==> config.mk <==
export PLATFORM = sky130hd
export DESIGN_NAME = mips_elf_relocation_patcher
export DESIGN_NICKNAME = d
export VERILOG_FILES = /design/src/sv/merp_pkg.sv /design/src/sv/mips_elf_relocation_patcher.sv /design/src/sv/merp_front.sv /design/src/sv/merp_queue.sv /design/src/sv/merp_back.sv
export SDC_FILE = /design/constraint.sdc
export NUM_CORES = 2
export LEC_CHECK = 0
export ABC_AREA = 1
export BUFFER_PORTS_ARGS = -buffer_cell sky130_fd_sc_hd__buf_2
export CAP_MARGIN = 20
export CELL_PAD_IN_SITES_DETAIL_PLACEMENT = 1
export CELL_PAD_IN_SITES_GLOBAL_PLACEMENT = 1
export CORE_AREA = 5 5 580 582
export CTS_BUF_LIST = sky130_fd_sc_hd__clkbuf_16
export DETAILED_ROUTE_END_ITERATION = 12
export DIE_AREA = 0 0 585 587
export PLACE_DENSITY_LB_ADDON = 0.12
export SLEW_MARGIN = 5
export SYNTH_ARGS = -nofsm -noshare
export SYNTH_HDL_FRONTEND = slang
export SYNTH_SLANG_ARGS = --single-unit
==> constraint.sdc <==
create_clock -name i_clk -period 10.62 [get_ports i_clk]
set_clock_uncertainty 0.15 [all_clocks]
set_input_delay 3.186 -clock i_clk [delete_from_list [all_inputs] [get_ports i_clk]]
set_output_delay 3.186 -clock i_clk [all_outputs]
set_load 0.02 [all_outputs]
==> src/sv/merp_pkg.sv <==
// Shared types and constants for the MIPS relocation patcher.
package merp_pkg;

    localparam int PendingDepth = 16;
    localparam int PendIdxW     = $clog2(PendingDepth);
    localparam int PendCntW     = $clog2(PendingDepth + 1);

    localparam logic [7:0] TY_NONE  = 8'd0;
    localparam logic [7:0] TY_16    = 8'd1;
    localparam logic [7:0] TY_32    = 8'd2;
    localparam logic [7:0] TY_REL32 = 8'd3;
    localparam logic [7:0] TY_26    = 8'd4;
    localparam logic [7:0] TY_HI16  = 8'd5;
    localparam logic [7:0] TY_LO16  = 8'd6;

    localparam logic [1:0] ST_OK    = 2'd0;
    localparam logic [1:0] ST_PLACE = 2'd1;
    localparam logic [1:0] ST_TYPE  = 2'd2;
    localparam logic [1:0] ST_FULL  = 2'd3;

    localparam logic [1:0] CFG_DELTA = 2'd0;
    localparam logic [1:0] CFG_BASE  = 2'd1;
    localparam logic [1:0] CFG_RELOC = 2'd2;
    localparam logic [1:0] CFG_LIMIT = 2'd3;

    // Command classes handed from front to back.
    typedef enum logic [2:0] {
        CMD_PLAIN = 3'd0,  // single result, data precomputed
        CMD_HI16  = 3'd1,
        CMD_LO16  = 3'd2
    } t_cmd;

    typedef struct packed {
        t_cmd        cmd;
        logic        we;
        logic [31:0] addr;
        logic [31:0] data;
        logic [1:0]  status;
        logic [31:0] word;
        logic [31:0] sv;
        logic [23:0] sidx;
    } t_job;

    typedef struct packed {
        logic        we;
        logic [31:0] addr;
        logic [31:0] data;
        logic [1:0]  status;
        logic        last;
    } t_res;

    function automatic logic [31:0] sext16(input logic [31:0] v);
        return {{16{v[15]}}, v[15:0]};
    endfunction

endpackage

==> src/sv/mips_elf_relocation_patcher.sv <==
// MIPS ELF32 relocation patcher top level.
// From accept to result an entry passes two front stages, the queue and the back end result register.
// Throughput: one entry per cycle for most types while results are popped.
// A LO16 holds the back end: S_READ and S_TEST per pending entry, then S_LAST for its last result.
// Reset is synchronous, active low: clears control state, empties the store, loads register defaults.
module mips_elf_relocation_patcher (
    input  logic               i_clk,
    input  logic               i_rst_n,
    input  logic               i_cfg_we,
    input  logic [1:0]         i_cfg_idx,
    input  logic [32:0]        i_cfg_data,
    input  logic               push,
    output logic               full,
    input  logic [7:0]         i_reloc_type,
    input  logic [23:0]        i_symbol_index,
    input  logic               i_symbol_in_table,
    input  logic [31:0]        i_symbol_raw_value,
    input  logic               i_symbol_defined,
    input  logic [31:0]        i_entry_offset,
    input  logic [31:0]        i_section_base,
    input  logic [31:0]        i_current_word,
    input  logic               i_has_addend,
    input  logic signed [31:0] i_explicit_addend,
    output logic               empty,
    input  logic               pop,
    output logic               o_write_enable,
    output logic [31:0]        o_write_address,
    output logic [31:0]        o_write_data,
    output logic [1:0]         o_status,
    output logic               o_last
);
    logic           f_valid, q_ready, q_valid, b_take, r_valid;
    merp_pkg::t_job f_job, q_job;
    merp_pkg::t_res res;

    merp_front u_front (
        .i_clk, .i_rst_n, .i_cfg_we, .i_cfg_idx, .i_cfg_data,
        .i_push(push), .o_full(full),
        .i_reloc_type, .i_symbol_index, .i_symbol_in_table, .i_symbol_raw_value,
        .i_symbol_defined, .i_entry_offset, .i_section_base, .i_current_word,
        .i_has_addend, .i_explicit_addend,
        .o_job_valid(f_valid), .o_job(f_job), .i_job_ready(q_ready)
    );

    merp_queue u_queue (
        .i_clk, .i_rst_n, .i_wr(f_valid), .o_ready(q_ready), .i_job(f_job),
        .o_valid(q_valid), .o_job(q_job), .i_rd(b_take)
    );

    merp_back u_back (
        .i_clk, .i_rst_n, .i_job_valid(q_valid), .i_job(q_job), .o_job_take(b_take),
        .o_res_valid(r_valid), .o_res(res), .i_res_take(pop)
    );

    assign empty           = !r_valid;
    assign o_write_enable  = res.we;
    assign o_write_address = res.addr;
    assign o_write_data    = res.data;
    assign o_status        = res.status;
    assign o_last          = res.last;

    a_hold: assert property (@(posedge i_clk) disable iff (!i_rst_n)
        (!empty && !pop) |=> !empty)
        else $error("result dropped while stalled");
    a_nowrite_ok: assert property (@(posedge i_clk) disable iff (!i_rst_n)
        (!empty && o_status != merp_pkg::ST_OK) |-> (!o_write_enable && o_last))
        else $error("error result carries a write");
    a_flush_write: assert property (@(posedge i_clk) disable iff (!i_rst_n)
        (!empty && !o_last) |-> o_write_enable)
        else $error("flushed result without write");
endmodule

==> src/sv/merp_front.sv <==
// Front end: resolves symbol and place, classifies the entry into a job.
module merp_front (
    input  logic               i_clk,
    input  logic               i_rst_n,
    input  logic               i_cfg_we,
    input  logic [1:0]         i_cfg_idx,
    input  logic [32:0]        i_cfg_data,
    input  logic               i_push,
    output logic               o_full,
    input  logic [7:0]         i_reloc_type,
    input  logic [23:0]        i_symbol_index,
    input  logic               i_symbol_in_table,
    input  logic [31:0]        i_symbol_raw_value,
    input  logic               i_symbol_defined,
    input  logic [31:0]        i_entry_offset,
    input  logic [31:0]        i_section_base,
    input  logic [31:0]        i_current_word,
    input  logic               i_has_addend,
    input  logic signed [31:0] i_explicit_addend,
    output logic               o_job_valid,
    output merp_pkg::t_job     o_job,
    input  logic               i_job_ready
);
    logic [31:0] r_delta, r_base, r_limit;
    logic        r_reloc;

    // stage 1 registers
    logic        r_v1;
    logic [7:0]  r_type;
    logic [23:0] r_sidx;
    logic [31:0] r_sv, r_word, r_addend;
    logic [32:0] r_place;
    // stage 2 output register
    logic           r_v2;
    merp_pkg::t_job r_job;

    logic [31:0] n_sv;
    logic        adv2, adv1;

    always_ff @(posedge i_clk) begin
        if (!i_rst_n) begin
            r_delta <= '0;
            r_base  <= '0;
            r_reloc <= 1'b0;
            r_limit <= 32'd2097152;
        end else if (i_cfg_we) begin
            case (i_cfg_idx)
                merp_pkg::CFG_DELTA: r_delta <= i_cfg_data[31:0];
                merp_pkg::CFG_BASE:  r_base  <= i_cfg_data[31:0];
                merp_pkg::CFG_RELOC: r_reloc <= i_cfg_data[0];
                merp_pkg::CFG_LIMIT: r_limit <= i_cfg_data[31:0];
                default: ;
            endcase
        end
    end

    always_comb begin
        n_sv = r_reloc ? r_base : 32'd0;
        if (i_symbol_in_table && (!r_reloc || i_symbol_index != 24'd0))
            n_sv = i_symbol_raw_value + (i_symbol_defined ? r_delta : 32'd0);
    end

    assign adv2   = !r_v2 || i_job_ready;
    assign adv1   = !r_v1 || adv2;
    assign o_full = !adv1;

    always_ff @(posedge i_clk) begin
        if (!i_rst_n) begin
            r_v1 <= 1'b0;
        end else if (adv1) begin
            r_v1 <= i_push;
        end
        if (adv1 && i_push) begin
            r_type   <= i_reloc_type;
            r_sidx   <= i_symbol_index;
            r_sv     <= n_sv;
            r_word   <= i_current_word;
            r_addend <= i_has_addend ? i_explicit_addend : i_current_word;
            r_place  <= {1'b0, (r_reloc ? r_base : i_section_base)} + {1'b0, i_entry_offset};
        end
    end

    merp_pkg::t_job n_job;
    logic [33:0]    place3;
    logic [31:0]    tgt;

    always_comb begin
        place3       = {1'b0, r_place} + 34'd3;
        tgt          = {r_word[25:0], 2'b00} + r_sv;
        n_job.cmd    = merp_pkg::CMD_PLAIN;
        n_job.we     = 1'b0;
        n_job.addr   = r_place[31:0];
        n_job.data   = '0;
        n_job.status = merp_pkg::ST_OK;
        n_job.word   = r_word;
        n_job.sv     = r_sv;
        n_job.sidx   = r_sidx;
        if (r_place[32] || place3 >= {2'b00, r_limit}) begin
            n_job.status = merp_pkg::ST_PLACE;
        end else begin
            case (r_type)
                merp_pkg::TY_NONE: ;
                merp_pkg::TY_32, merp_pkg::TY_REL32: begin
                    n_job.we   = 1'b1;
                    n_job.data = r_addend + r_sv;
                end
                merp_pkg::TY_26: begin
                    n_job.we   = 1'b1;
                    n_job.data = {r_word[31:26], tgt[27:2]};
                end
                merp_pkg::TY_16: begin
                    n_job.we   = 1'b1;
                    n_job.data = {r_word[31:16], r_addend[15:0] + r_sv[15:0]};
                end
                merp_pkg::TY_HI16: n_job.cmd = merp_pkg::CMD_HI16;
                merp_pkg::TY_LO16: n_job.cmd = merp_pkg::CMD_LO16;
                default: n_job.status = merp_pkg::ST_TYPE;
            endcase
        end
    end

    always_ff @(posedge i_clk) begin
        if (!i_rst_n) begin
            r_v2 <= 1'b0;
        end else if (adv2) begin
            r_v2 <= r_v1;
        end
        if (adv2 && r_v1) r_job <= n_job;
    end

    assign o_job_valid = r_v2;
    assign o_job       = r_job;
endmodule

==> src/sv/merp_queue.sv <==
// Two-entry job queue between front and back.
module merp_queue (
    input  logic           i_clk,
    input  logic           i_rst_n,
    input  logic           i_wr,
    output logic           o_ready,
    input  merp_pkg::t_job i_job,
    output logic           o_valid,
    output merp_pkg::t_job o_job,
    input  logic           i_rd
);
    merp_pkg::t_job r_mem [2];
    logic       r_wp, r_rp;
    logic [1:0] r_cnt;
    logic       wr, rd;

    assign o_ready = r_cnt != 2'd2;
    assign o_valid = r_cnt != 2'd0;
    assign wr      = i_wr && o_ready;
    assign rd      = i_rd && o_valid;
    assign o_job   = r_mem[r_rp];

    always_ff @(posedge i_clk) begin
        if (!i_rst_n) begin
            r_wp  <= 1'b0;
            r_rp  <= 1'b0;
            r_cnt <= '0;
        end else begin
            if (wr) r_wp <= !r_wp;
            if (rd) r_rp <= !r_rp;
            r_cnt <= r_cnt + {1'b0, wr} - {1'b0, rd};
        end
        if (wr) r_mem[r_wp] <= i_job;
    end
endmodule

==> src/sv/merp_back.sv <==
// Back end: pending HI16 store, LO16 flush walk and result register.
module merp_back (
    input  logic           i_clk,
    input  logic           i_rst_n,
    input  logic           i_job_valid,
    input  merp_pkg::t_job i_job,
    output logic           o_job_take,
    output logic           o_res_valid,
    output merp_pkg::t_res o_res,
    input  logic           i_res_take
);
    localparam int D  = merp_pkg::PendingDepth;
    localparam int IW = merp_pkg::PendIdxW;
    localparam int CW = merp_pkg::PendCntW;

    typedef enum logic [3:0] {
        S_IDLE = 4'b0001,
        S_READ = 4'b0010,
        S_TEST = 4'b0100,
        S_LAST = 4'b1000
    } t_state;

    t_state r_state, n_state;

    // compacted store: slots 0..r_cnt-1 hold entries in arrival order
    logic [31:0] r_paddr [D];
    logic [31:0] r_phi   [D];
    logic [31:0] r_psv   [D];
    logic [23:0] r_psidx [D];
    logic [CW-1:0] r_cnt;

    logic [CW-1:0] r_rd;  // read position in old store
    logic [CW-1:0] r_wr;  // write position for kept entries
    merp_pkg::t_job r_cur;
    logic [31:0] r_ea, r_eh, r_es;
    logic [23:0] r_ei;

    logic           r_ov;
    merp_pkg::t_res r_res;
    logic           out_free;
    logic           res_load;

    logic [31:0] full_v, lo;

    assign out_free    = !r_ov || i_res_take;
    assign o_res_valid = r_ov;
    assign o_res       = r_res;
    assign o_job_take  = (r_state == S_IDLE) && i_job_valid && out_free;
    assign lo          = merp_pkg::sext16(r_cur.word);
    assign full_v      = {r_eh[15:0], 16'h0000} + lo + r_es;
    assign res_load    = (o_job_take && i_job.cmd != merp_pkg::CMD_LO16)
                      || (r_state == S_TEST && r_ei == r_cur.sidx && out_free)
                      || (r_state == S_LAST && out_free);

    always_comb begin
        n_state = r_state;
        case (r_state)
            S_IDLE: if (o_job_take && i_job.cmd == merp_pkg::CMD_LO16)
                        n_state = (r_cnt != '0) ? S_READ : S_LAST;
            S_READ: n_state = S_TEST;
            S_TEST: if (r_ei != r_cur.sidx || out_free)
                        n_state = (r_rd == r_cnt) ? S_LAST : S_READ;
            S_LAST: if (out_free) n_state = S_IDLE;
            default: n_state = S_IDLE;
        endcase
    end

    always_ff @(posedge i_clk) begin
        if (!i_rst_n) begin
            r_state <= S_IDLE;
            r_cnt   <= '0;
            r_ov    <= 1'b0;
        end else begin
            r_state <= n_state;
            r_ov    <= res_load || (r_ov && !i_res_take);
            case (r_state)
                S_IDLE: if (o_job_take) begin
                    r_cur <= i_job;
                    r_rd  <= '0;
                    r_wr  <= '0;
                    if (i_job.cmd != merp_pkg::CMD_LO16) begin
                        r_res.we     <= i_job.we;
                        r_res.addr   <= i_job.addr;
                        r_res.data   <= i_job.data;
                        r_res.last   <= 1'b1;
                        if (i_job.cmd == merp_pkg::CMD_HI16 && r_cnt == CW'(D)) begin
                            r_res.status <= merp_pkg::ST_FULL;
                        end else begin
                            r_res.status <= i_job.status;
                        end
                        if (i_job.cmd == merp_pkg::CMD_HI16 && r_cnt != CW'(D)) begin
                            r_cnt <= r_cnt + 1'b1;
                        end
                    end
                end
                S_READ: begin
                    r_ea <= r_paddr[r_rd[IW-1:0]];
                    r_eh <= r_phi[r_rd[IW-1:0]];
                    r_es <= r_psv[r_rd[IW-1:0]];
                    r_ei <= r_psidx[r_rd[IW-1:0]];
                    r_rd <= r_rd + 1'b1;
                end
                S_TEST: begin
                    if (r_ei != r_cur.sidx) begin
                        r_wr <= r_wr + 1'b1;
                        if (r_rd == r_cnt) r_cnt <= r_wr + 1'b1;
                    end else if (out_free) begin
                        r_res.we     <= 1'b1;
                        r_res.addr   <= r_ea;
                        r_res.data   <= {r_eh[31:16], 16'((full_v + 32'h8000) >> 16)};
                        r_res.status <= merp_pkg::ST_OK;
                        r_res.last   <= 1'b0;
                        if (r_rd == r_cnt) r_cnt <= r_wr;
                    end
                end
                S_LAST: if (out_free) begin
                    r_res.we     <= 1'b1;
                    r_res.addr   <= r_cur.addr;
                    r_res.data   <= {r_cur.word[31:16], lo[15:0] + r_cur.sv[15:0]};
                    r_res.status <= merp_pkg::ST_OK;
                    r_res.last   <= 1'b1;
                end
                default: ;
            endcase
        end
    end

    // store writes: HI16 append, compaction of kept entries during a walk
    always_ff @(posedge i_clk) begin
        if (r_state == S_IDLE && o_job_take && i_job.cmd == merp_pkg::CMD_HI16
            && r_cnt != CW'(D)) begin
            r_paddr[r_cnt[IW-1:0]] <= i_job.addr;
            r_phi[r_cnt[IW-1:0]]   <= i_job.word;
            r_psv[r_cnt[IW-1:0]]   <= i_job.sv;
            r_psidx[r_cnt[IW-1:0]] <= i_job.sidx;
        end else if (r_state == S_TEST && r_ei != r_cur.sidx) begin
            r_paddr[r_wr[IW-1:0]] <= r_ea;
            r_phi[r_wr[IW-1:0]]   <= r_eh;
            r_psv[r_wr[IW-1:0]]   <= r_es;
            r_psidx[r_wr[IW-1:0]] <= r_ei;
        end
    end
endmodule

Word level (Yosys, flattened, before mapping)
Memory sizes are Yosys's and may differ from the RTL's. A register that Yosys moved wholly into a read port is not among the register bits.
Index checks and enable logic that the tools add are counted.
{"block": "op_classes", "n_eq_ne": 33, "magnitude_cmp": 1, "reduce_logical": 62, "add_sub_neg": 15, "mux": 55}
{"cell": "68-bit two-way mux", "n": 5}
{"cell": "32-bit two-way mux", "n": 8}
{"cell": "68-bit one-hot mux with 3 select lines", "n": 1}
{"cell": "32-bit adder", "n": 4}
{"cell": "32-bit one-hot mux with 3 select lines", "n": 1}
{"cell": "32-bit OR reduction", "n": 3}
{"cell": "5-bit two-way mux", "n": 9}
{"cell": "4-bit two-way mux", "n": 9}
{"cell": "33-bit by 2-bit adder with 34-bit output (second input constant)", "n": 1}
{"cell": "34-bit by 32-bit >= comparator with 1-bit output", "n": 1}
{"cell": "32-bit by 32-bit adder with 33-bit output", "n": 1}
{"cell": "16-bit adder", "n": 2}
{"cell": "32-bit by 16-bit adder with 32-bit output (second input constant)", "n": 1}
{"cell": "5-bit one-hot mux with 2 select lines", "n": 3}
{"cell": "28-bit adder", "n": 1}
{"cell": "24-bit equality test", "n": 1}
{"cell": "8-bit by 3-bit equality test with 1-bit output (second input constant)", "n": 3}
{"cell": "24-bit two-way mux", "n": 1}
{"cell": "24-bit inequality test", "n": 1}
{"cell": "24-bit nonzero test", "n": 1}
{"cell": "24-bit OR reduction", "n": 1}
{"cell": "1-bit logical AND", "n": 19}
{"cell": "8-bit by 2-bit equality test with 1-bit output (second input constant)", "n": 2}
{"cell": "2-bit inequality test (second input constant)", "n": 8}
{"cell": "36 further kinds", "n": 79}
{"block": "word_totals", "memories": 5, "regBits": 614, "ramBits": 2236, "elab_cells": 208, "in_bits": 235, "output_inout_bits": 70}
{"memory": "u_back.r_paddr", "depth": 16, "word_bits": 32, "rd": 1, "rd_clocked_by_memory_dff": 1, "write_ports": 1, "line_no": "merp_back.sv:26", "text": "logic [31:0] r_paddr [D];"}
{"memory": "u_back.r_phi", "depth": 16, "word_bits": 32, "rd": 1, "rd_clocked_by_memory_dff": 1, "write_ports": 1, "line_no": "merp_back.sv:27", "text": "logic [31:0] r_phi [D];"}
{"memory": "u_back.r_psv", "depth": 16, "word_bits": 32, "rd": 1, "rd_clocked_by_memory_dff": 1, "write_ports": 1, "line_no": "merp_back.sv:28", "text": "logic [31:0] r_psv [D];"}
{"memory": "u_back.r_psidx", "depth": 16, "word_bits": 24, "rd": 1, "rd_clocked_by_memory_dff": 1, "write_ports": 1, "line_no": "merp_back.sv:29", "text": "logic [23:0] r_psidx [D];"}
{"memory": "u_queue.r_mem", "depth": 2, "word_bits": 158, "rd": 1, "rd_clocked_by_memory_dff": 1, "write_ports": 1, "line_no": "merp_queue.sv:12", "text": "merp_pkg::t_job r_mem [2];"}

Logic depth before layout (Yosys ltp)
{"block": "logic_depth", "ltp_word": 10, "mapped_depth": 25, "mapped_depth_nobuf": 24}

Hierarchy
A second synthesis with hierarchy kept.
{"block": "unflattened", "hier_cells": 10362, "hier_area_um2": 125944.5}
{"module": "merp_back", "area_each_um2": 90036.4, "instances": 1, "cells_each": 7024, "seq_area_each_um2": 66924.2}
{"module": "merp_front", "area_each_um2": 23836.6, "instances": 1, "cells_each": 2809, "seq_area_each_um2": 11531.1}
{"module": "merp_queue", "area_each_um2": 12067.8, "instances": 1, "cells_each": 528, "seq_area_each_um2": 9589.2}
{"module": "mips_elf_relocation_patcher", "area_each_um2": 3.8, "instances": 1, "cells_each": 1, "seq_area_each_um2": 0.0}

Worst setup path after synthesis
Ideal clock, no wire load.
{"block": "synth_path", "path_kind": "input to register", "start": "input pop", "end": "memory u_back.r_paddr[0][0], enable pin", "arrival_ns": 9.233, "required_ns": 9.869, "setup_slack_ns": 0.636, "stages": 8, "setup_ns": 0.601, "n_path_buf": 0, "cell_sequence": "nor2_1 inv_1 o21ai_0 nor2_1 inv_1 o21ai_1 nand3_2 nor2_1"}
{"block": "synth_via", "elab_chain_len": 9, "word_cells_on_any_way": 12, "cone_classes": "6 x mux; 6 x reduce/logical"}
{"element": "start: declaration", "line_no": "mips_elf_relocation_patcher.sv:25", "text": "input logic pop,"}
{"element": "1-bit logical OR *", "line_no": "merp_back.sv:45", "text": "assign out_free = !r_ov || i_res_take;"}
{"element": "1-bit logical AND *", "line_no": "merp_back.sv:48", "text": "assign o_job_take = (r_state == S_IDLE) && i_job_valid && out_free;"}
{"element": "1-bit logical AND * (2 in a row)", "line_no": "merp_back.sv:130", "text": "if (r_state == S_IDLE && o_job_take && i_job.cmd == merp_pkg::CMD_HI16"}
{"element": "1-bit logical AND *", "line_no": "merp_back.sv:131", "text": "&& r_cnt != CW'(D)) begin"}
{"element": "1-bit two-way mux", "line_no": "merp_back.sv:130"}
{"element": "1-bit two-way mux (implied by the code)", "line_no": "merp_back.sv:137", "text": "r_paddr[r_wr[IW-1:0]] <= r_ea;"}
{"element": "32-bit OR reduction (no line)"}
{"element": "4-bit two-way mux (no line) / 1-bit two-way mux (equally long branches)"}
{"element": "end: declaration", "line_no": "merp_back.sv:26"}
Every way passes the cells marked *; elsewhere a longest branch is shown, timed or not.

Worst setup path after layout
{"block": "layout_path", "start": "input pop", "end": "memory u_back.r_phi[4][10], enable pin"}
{"block": "layout_via", "elab_chain_len": 9, "word_cells_on_any_way": 12, "cone_classes": "6 x mux; 6 x reduce/logical"}
{"element": "1-bit logical OR *", "line_no": "merp_back.sv:45"}
{"element": "1-bit logical AND *", "line_no": "merp_back.sv:48"}
{"element": "1-bit logical AND * (2 in a row)", "line_no": "merp_back.sv:130"}
{"element": "1-bit logical AND *", "line_no": "merp_back.sv:131"}
{"element": "1-bit two-way mux", "line_no": "merp_back.sv:130"}
{"element": "1-bit two-way mux (implied by the code)", "line_no": "merp_back.sv:138", "text": "r_phi[r_wr[IW-1:0]] <= r_eh;"}
{"element": "32-bit OR reduction (no line)"}
{"element": "4-bit two-way mux (no line) / 1-bit two-way mux (equally long branches)"}
{"element": "end: declaration", "line_no": "merp_back.sv:27"}
Marked as above.

==> impl_metrics.csv <==
group,metric,value,unit
clock_network,postCtsSetupBuffers,0,
cells_and_area,final_nets,11000,
synthesis,ys_seq_area_share,70.4,%
sta,tightest_slew,1.17,ns
clock_network,clk_latency,0.94,ns
synthesis,synth.avg_cell_area,12.3,um^2
place,io_buffer_count,303,
cells_and_area,area_growth,14.4,%
clock_network,h-tree-depth,5,
sta,max_slew_margin,21.7,%
power_and_ir_drop,peakVddDrop,0.000150,V
job,drv_cap,0,
global_route,use_met2,36.4,%
global_route,gr-usage-met3,3.26,%
floorplanning,io_pins,305,
clock_network,cts_buffers,328,
synthesis,synth_edf_count,2854,
clock_network,cts_tree,"built",
setup_path,critical_path_class,"in2reg",
routing,viasPerCell,5.48,
setup_path,slowest_delay,0.87,ns
global_route,grt_pass1_wl,587000,um
synthesis,ys_seq_elements,2968,
power_and_ir_drop,internal-power,22.7,mW
cells_and_area,ff_latch_area,88000,um^2
cells_and_area,multi_input_area,33600,um^2
floorplanning,start_util,37.9,%
setup_path,crit_required,10.99,ns
clock_network,cts.sinks,2968,
sta,post-route-min-period,6.34,ns
clock_network,cts_buffer_depth,4,
place,routabilityCongestion,0.887,
setup_path,cp_max_fo,32,
clock_network,clk_pin_slew,0.06,ns
place,place_area,132000,um^2
sta,finalCritPeriodShare,59.7,%
sta,fmax,158,MHz
floorplanning,die_area,343000,um^2
synthesis,synthCells,10200,
global_route,grt_max_degree,196,
power_and_ir_drop,seqPwrFrac,44.4,%
routing,wl_per_cell,26.8,um
global_route,grt_pass1_vias,85600,
cells_and_area,fin_area,143000,um^2
setup_path,worstSetupStartpointType,"input port",
power_and_ir_drop,combPwrFrac,22.0,%
global_route,grtUsageTotal,23.0,%
floorplanning,core,330000,um^2
power_and_ir_drop,finalPower,33.1,mW
place,hpwlAfterDp,254000,um
synthesis,syn_nets,10700,
cells_and_area,utilization,43.4,%
synthesis,yosysWarnings,0,
place,dpl_worst_slack,3.39,ns
routing,dr.first_iter.drc_count,7042,
sta,setup_violations,0,
sta,rsz0062_at_grt,"false",
global_route,grt.overflow.total,0,
clock_network,cts-root-buf,"clkbuf_16",
setup_path,worst_path_max_delay_cell,"nor2_4",
power_and_ir_drop,swShare,31.5,%
floorplanning,dieHeight,587,um
power_and_ir_drop,power_density,231,nW/um^2
global_route,busiest_layer,"met2",
status,status,"complete, no violations",
global_route,antenna_found_initial,29,
power_and_ir_drop,leakagePower,50.8,nW
synthesis,syn-cell-area,125000,um^2
sta,hold_violations,0,
clock_network,ctsHoldBuffers,0,
sta,maxSlewViolCount,0,
setup_path,worstPathArrival,6.71,ns
sta,setup_slack,4.28,ns
synthesis,synthArstFlopShare,0,%
power_and_ir_drop,p_sw,10.4,mW
synthesis,synth_cell_types,54,
hold_path,hold_class,"reg2reg",
routing,wirelength,406000,um
global_route,use_met1,33.8,%
cells_and_area,drive_gt1_share,10.5,%
floorplanning,die_w,585,um
cells_and_area,n_fill_cell,34200,
synthesis,synthFlopType,"edfxtp_1",
setup_path,crit_path_cell_trace,"buf_2 -> nor2_1 -> inv_1 -> o21ai_0 -> nor2_1 -> inv_1 -> o21ai_1 -> nand3_2 -> nor2_4 -> buf_4",
setup_path,worst_setup_path_end_kind,"flop",
routing,drc,0,
routing,vias,83200,
sta,setup_tns,0,ns
floorplanning,num_rows,211,
routing,dr.pass1.iters,5,
power_and_ir_drop,clkPwrFrac,33.6,%
clock_network,cts_resized,0,
routing,ant_nets,0,
## critical path: cells and delay by family
kind	cells	cell delay (ns)
compound gates	2	0.61
simple gates	4	1.60
buf+inv	4	1.18
## registers in the layout (all words and copies together), names as in the netlist, 33 cells and up, named ones only
signal,flops
u_front.r_place,33
u_back.r_paddr,512
u_back.o_res,68
u_back.r_psidx,384
u_front.o_job,157
u_back.r_psv,512
u_queue.r_mem,314
u_back.r_cur,88
u_back.r_phi,512
## Yosys cell counts, types with 13 or more instances
cell type  count  share of area [%]
nor4_1        16              0.080
xnor2_1       44               0.31
mux2_2        32               0.29
buf_2         91               0.36
a21oi_1      293                1.2
or2_2         18              0.090
o21a_1        13              0.078
xor2_1        63               0.44
fa_1          20               0.32
nand3_1      393                1.6
o21bai_1      20               0.12
nand3b_1      13              0.078
buf_1         47               0.14
o311ai_0      16               0.11
nor2_1      1640                4.9
inv_1        457                1.4
a31oi_1       94               0.47
nor3_1        52               0.21
nand4_1       43               0.22
o221ai_1     197                1.4
o32ai_1      284                2.0
o211ai_1      86               0.52
nand2_1     1626                4.9
mux2i_1      197                1.6
a21o_1        21               0.13
ha_1         217                2.2
o21ai_0      800                3.2
edfxtp_1    2854                 69
clkbuf_1     361                1.1
dfxtp_1      114                1.8
## layer usage
| metal | wire length, um | up-vias |
|---|---|---|
| met2 | 185000 | 2031 |
| met1 | 191000 | 42900 |
| met5 | 21 | - |
| met3 | 21300 | 467 |
| met4 | 8810 | 4 |
| li1 | - | 37700 |
## cells in the final DEF, fill, tap and decap left out, types with 284 or more instances in the layout
master     instances
a21oi_1          293
o32ai_1          284
buf_2            304
nand2_1         1624
nand3_1          393
inv_1            504
o21ai_0          800
edfxtp_1        2854
clkbuf_16        337
nor2_1          1618
## metrics by stage
step,std cells,hold slack (ns)
after CTS,15100,0.269
after floorplan,10200,0.250
final,15200,0.264
after detailed placement,14500,0.256
after global routing,15200,0.270
after global placement,14500,0.256
## power by group through the flow
stage	Sequential, mW	Combinational, mW	Clock [mW]
2_1_floorplan	14.9	4.24	0
3_3_place_gp	14.9	6.95	0
3_5_place_dp	15.0	7.19	0
4_1_cts	14.7	7.24	11.4
5_1_grt	14.7	7.98	11.9
6_report	14.7	7.29	11.1
## worst paths after layout
check	startpoint	endpoint	slack (ns)	cells after the start
hold / removal	u_front.r_sidx[1]$_DFFE_PP_	u_front.o_job[1]$_DFFE_PP_	0.26	0
setup / recovery	pop	u_back.r_phi[4][10]$_DFFE_PP_	4.28	10
setup reg to reg	u_back.r_cur[2]$_DFFE_PP_	u_back.r_phi[4][10]$_DFFE_PP_	4.51	12
hold reg to reg	u_front.r_sidx[1]$_DFFE_PP_	u_front.o_job[1]$_DFFE_PP_	0.26	0
## cell type report
class	instances	share of cell area [%]
flip-flops and latches	2968	61.5
multi-input cells	6240	23.5
clock buffers	337	5.90
well taps	4366	3.82
repair buffers	525	2.52
clock inverters	266	1.44
inverters	462	1.24
diodes	17	0.0297
## logic make-up (layout without fill, tap and decap cells)
logic type | Yosys count | after routing | synth area share [%]
AOI/OAI and AO/OA | 1845 | 1845 | 9.30
buffers and inverters | 970 | 1590 | 3.05
other | 0 | 17 | 0
muxes | 229 | 229 | 1.87
DFF | 2968 | 2968 | 70.4
xor gates and xnor gates | 107 | 107 | 0.750
adders and majority gates | 237 | 237 | 2.49
and+or+nand+nor | 3822 | 3822 | 12.2
Note: power is estimated with default switching activity, not from simulation.
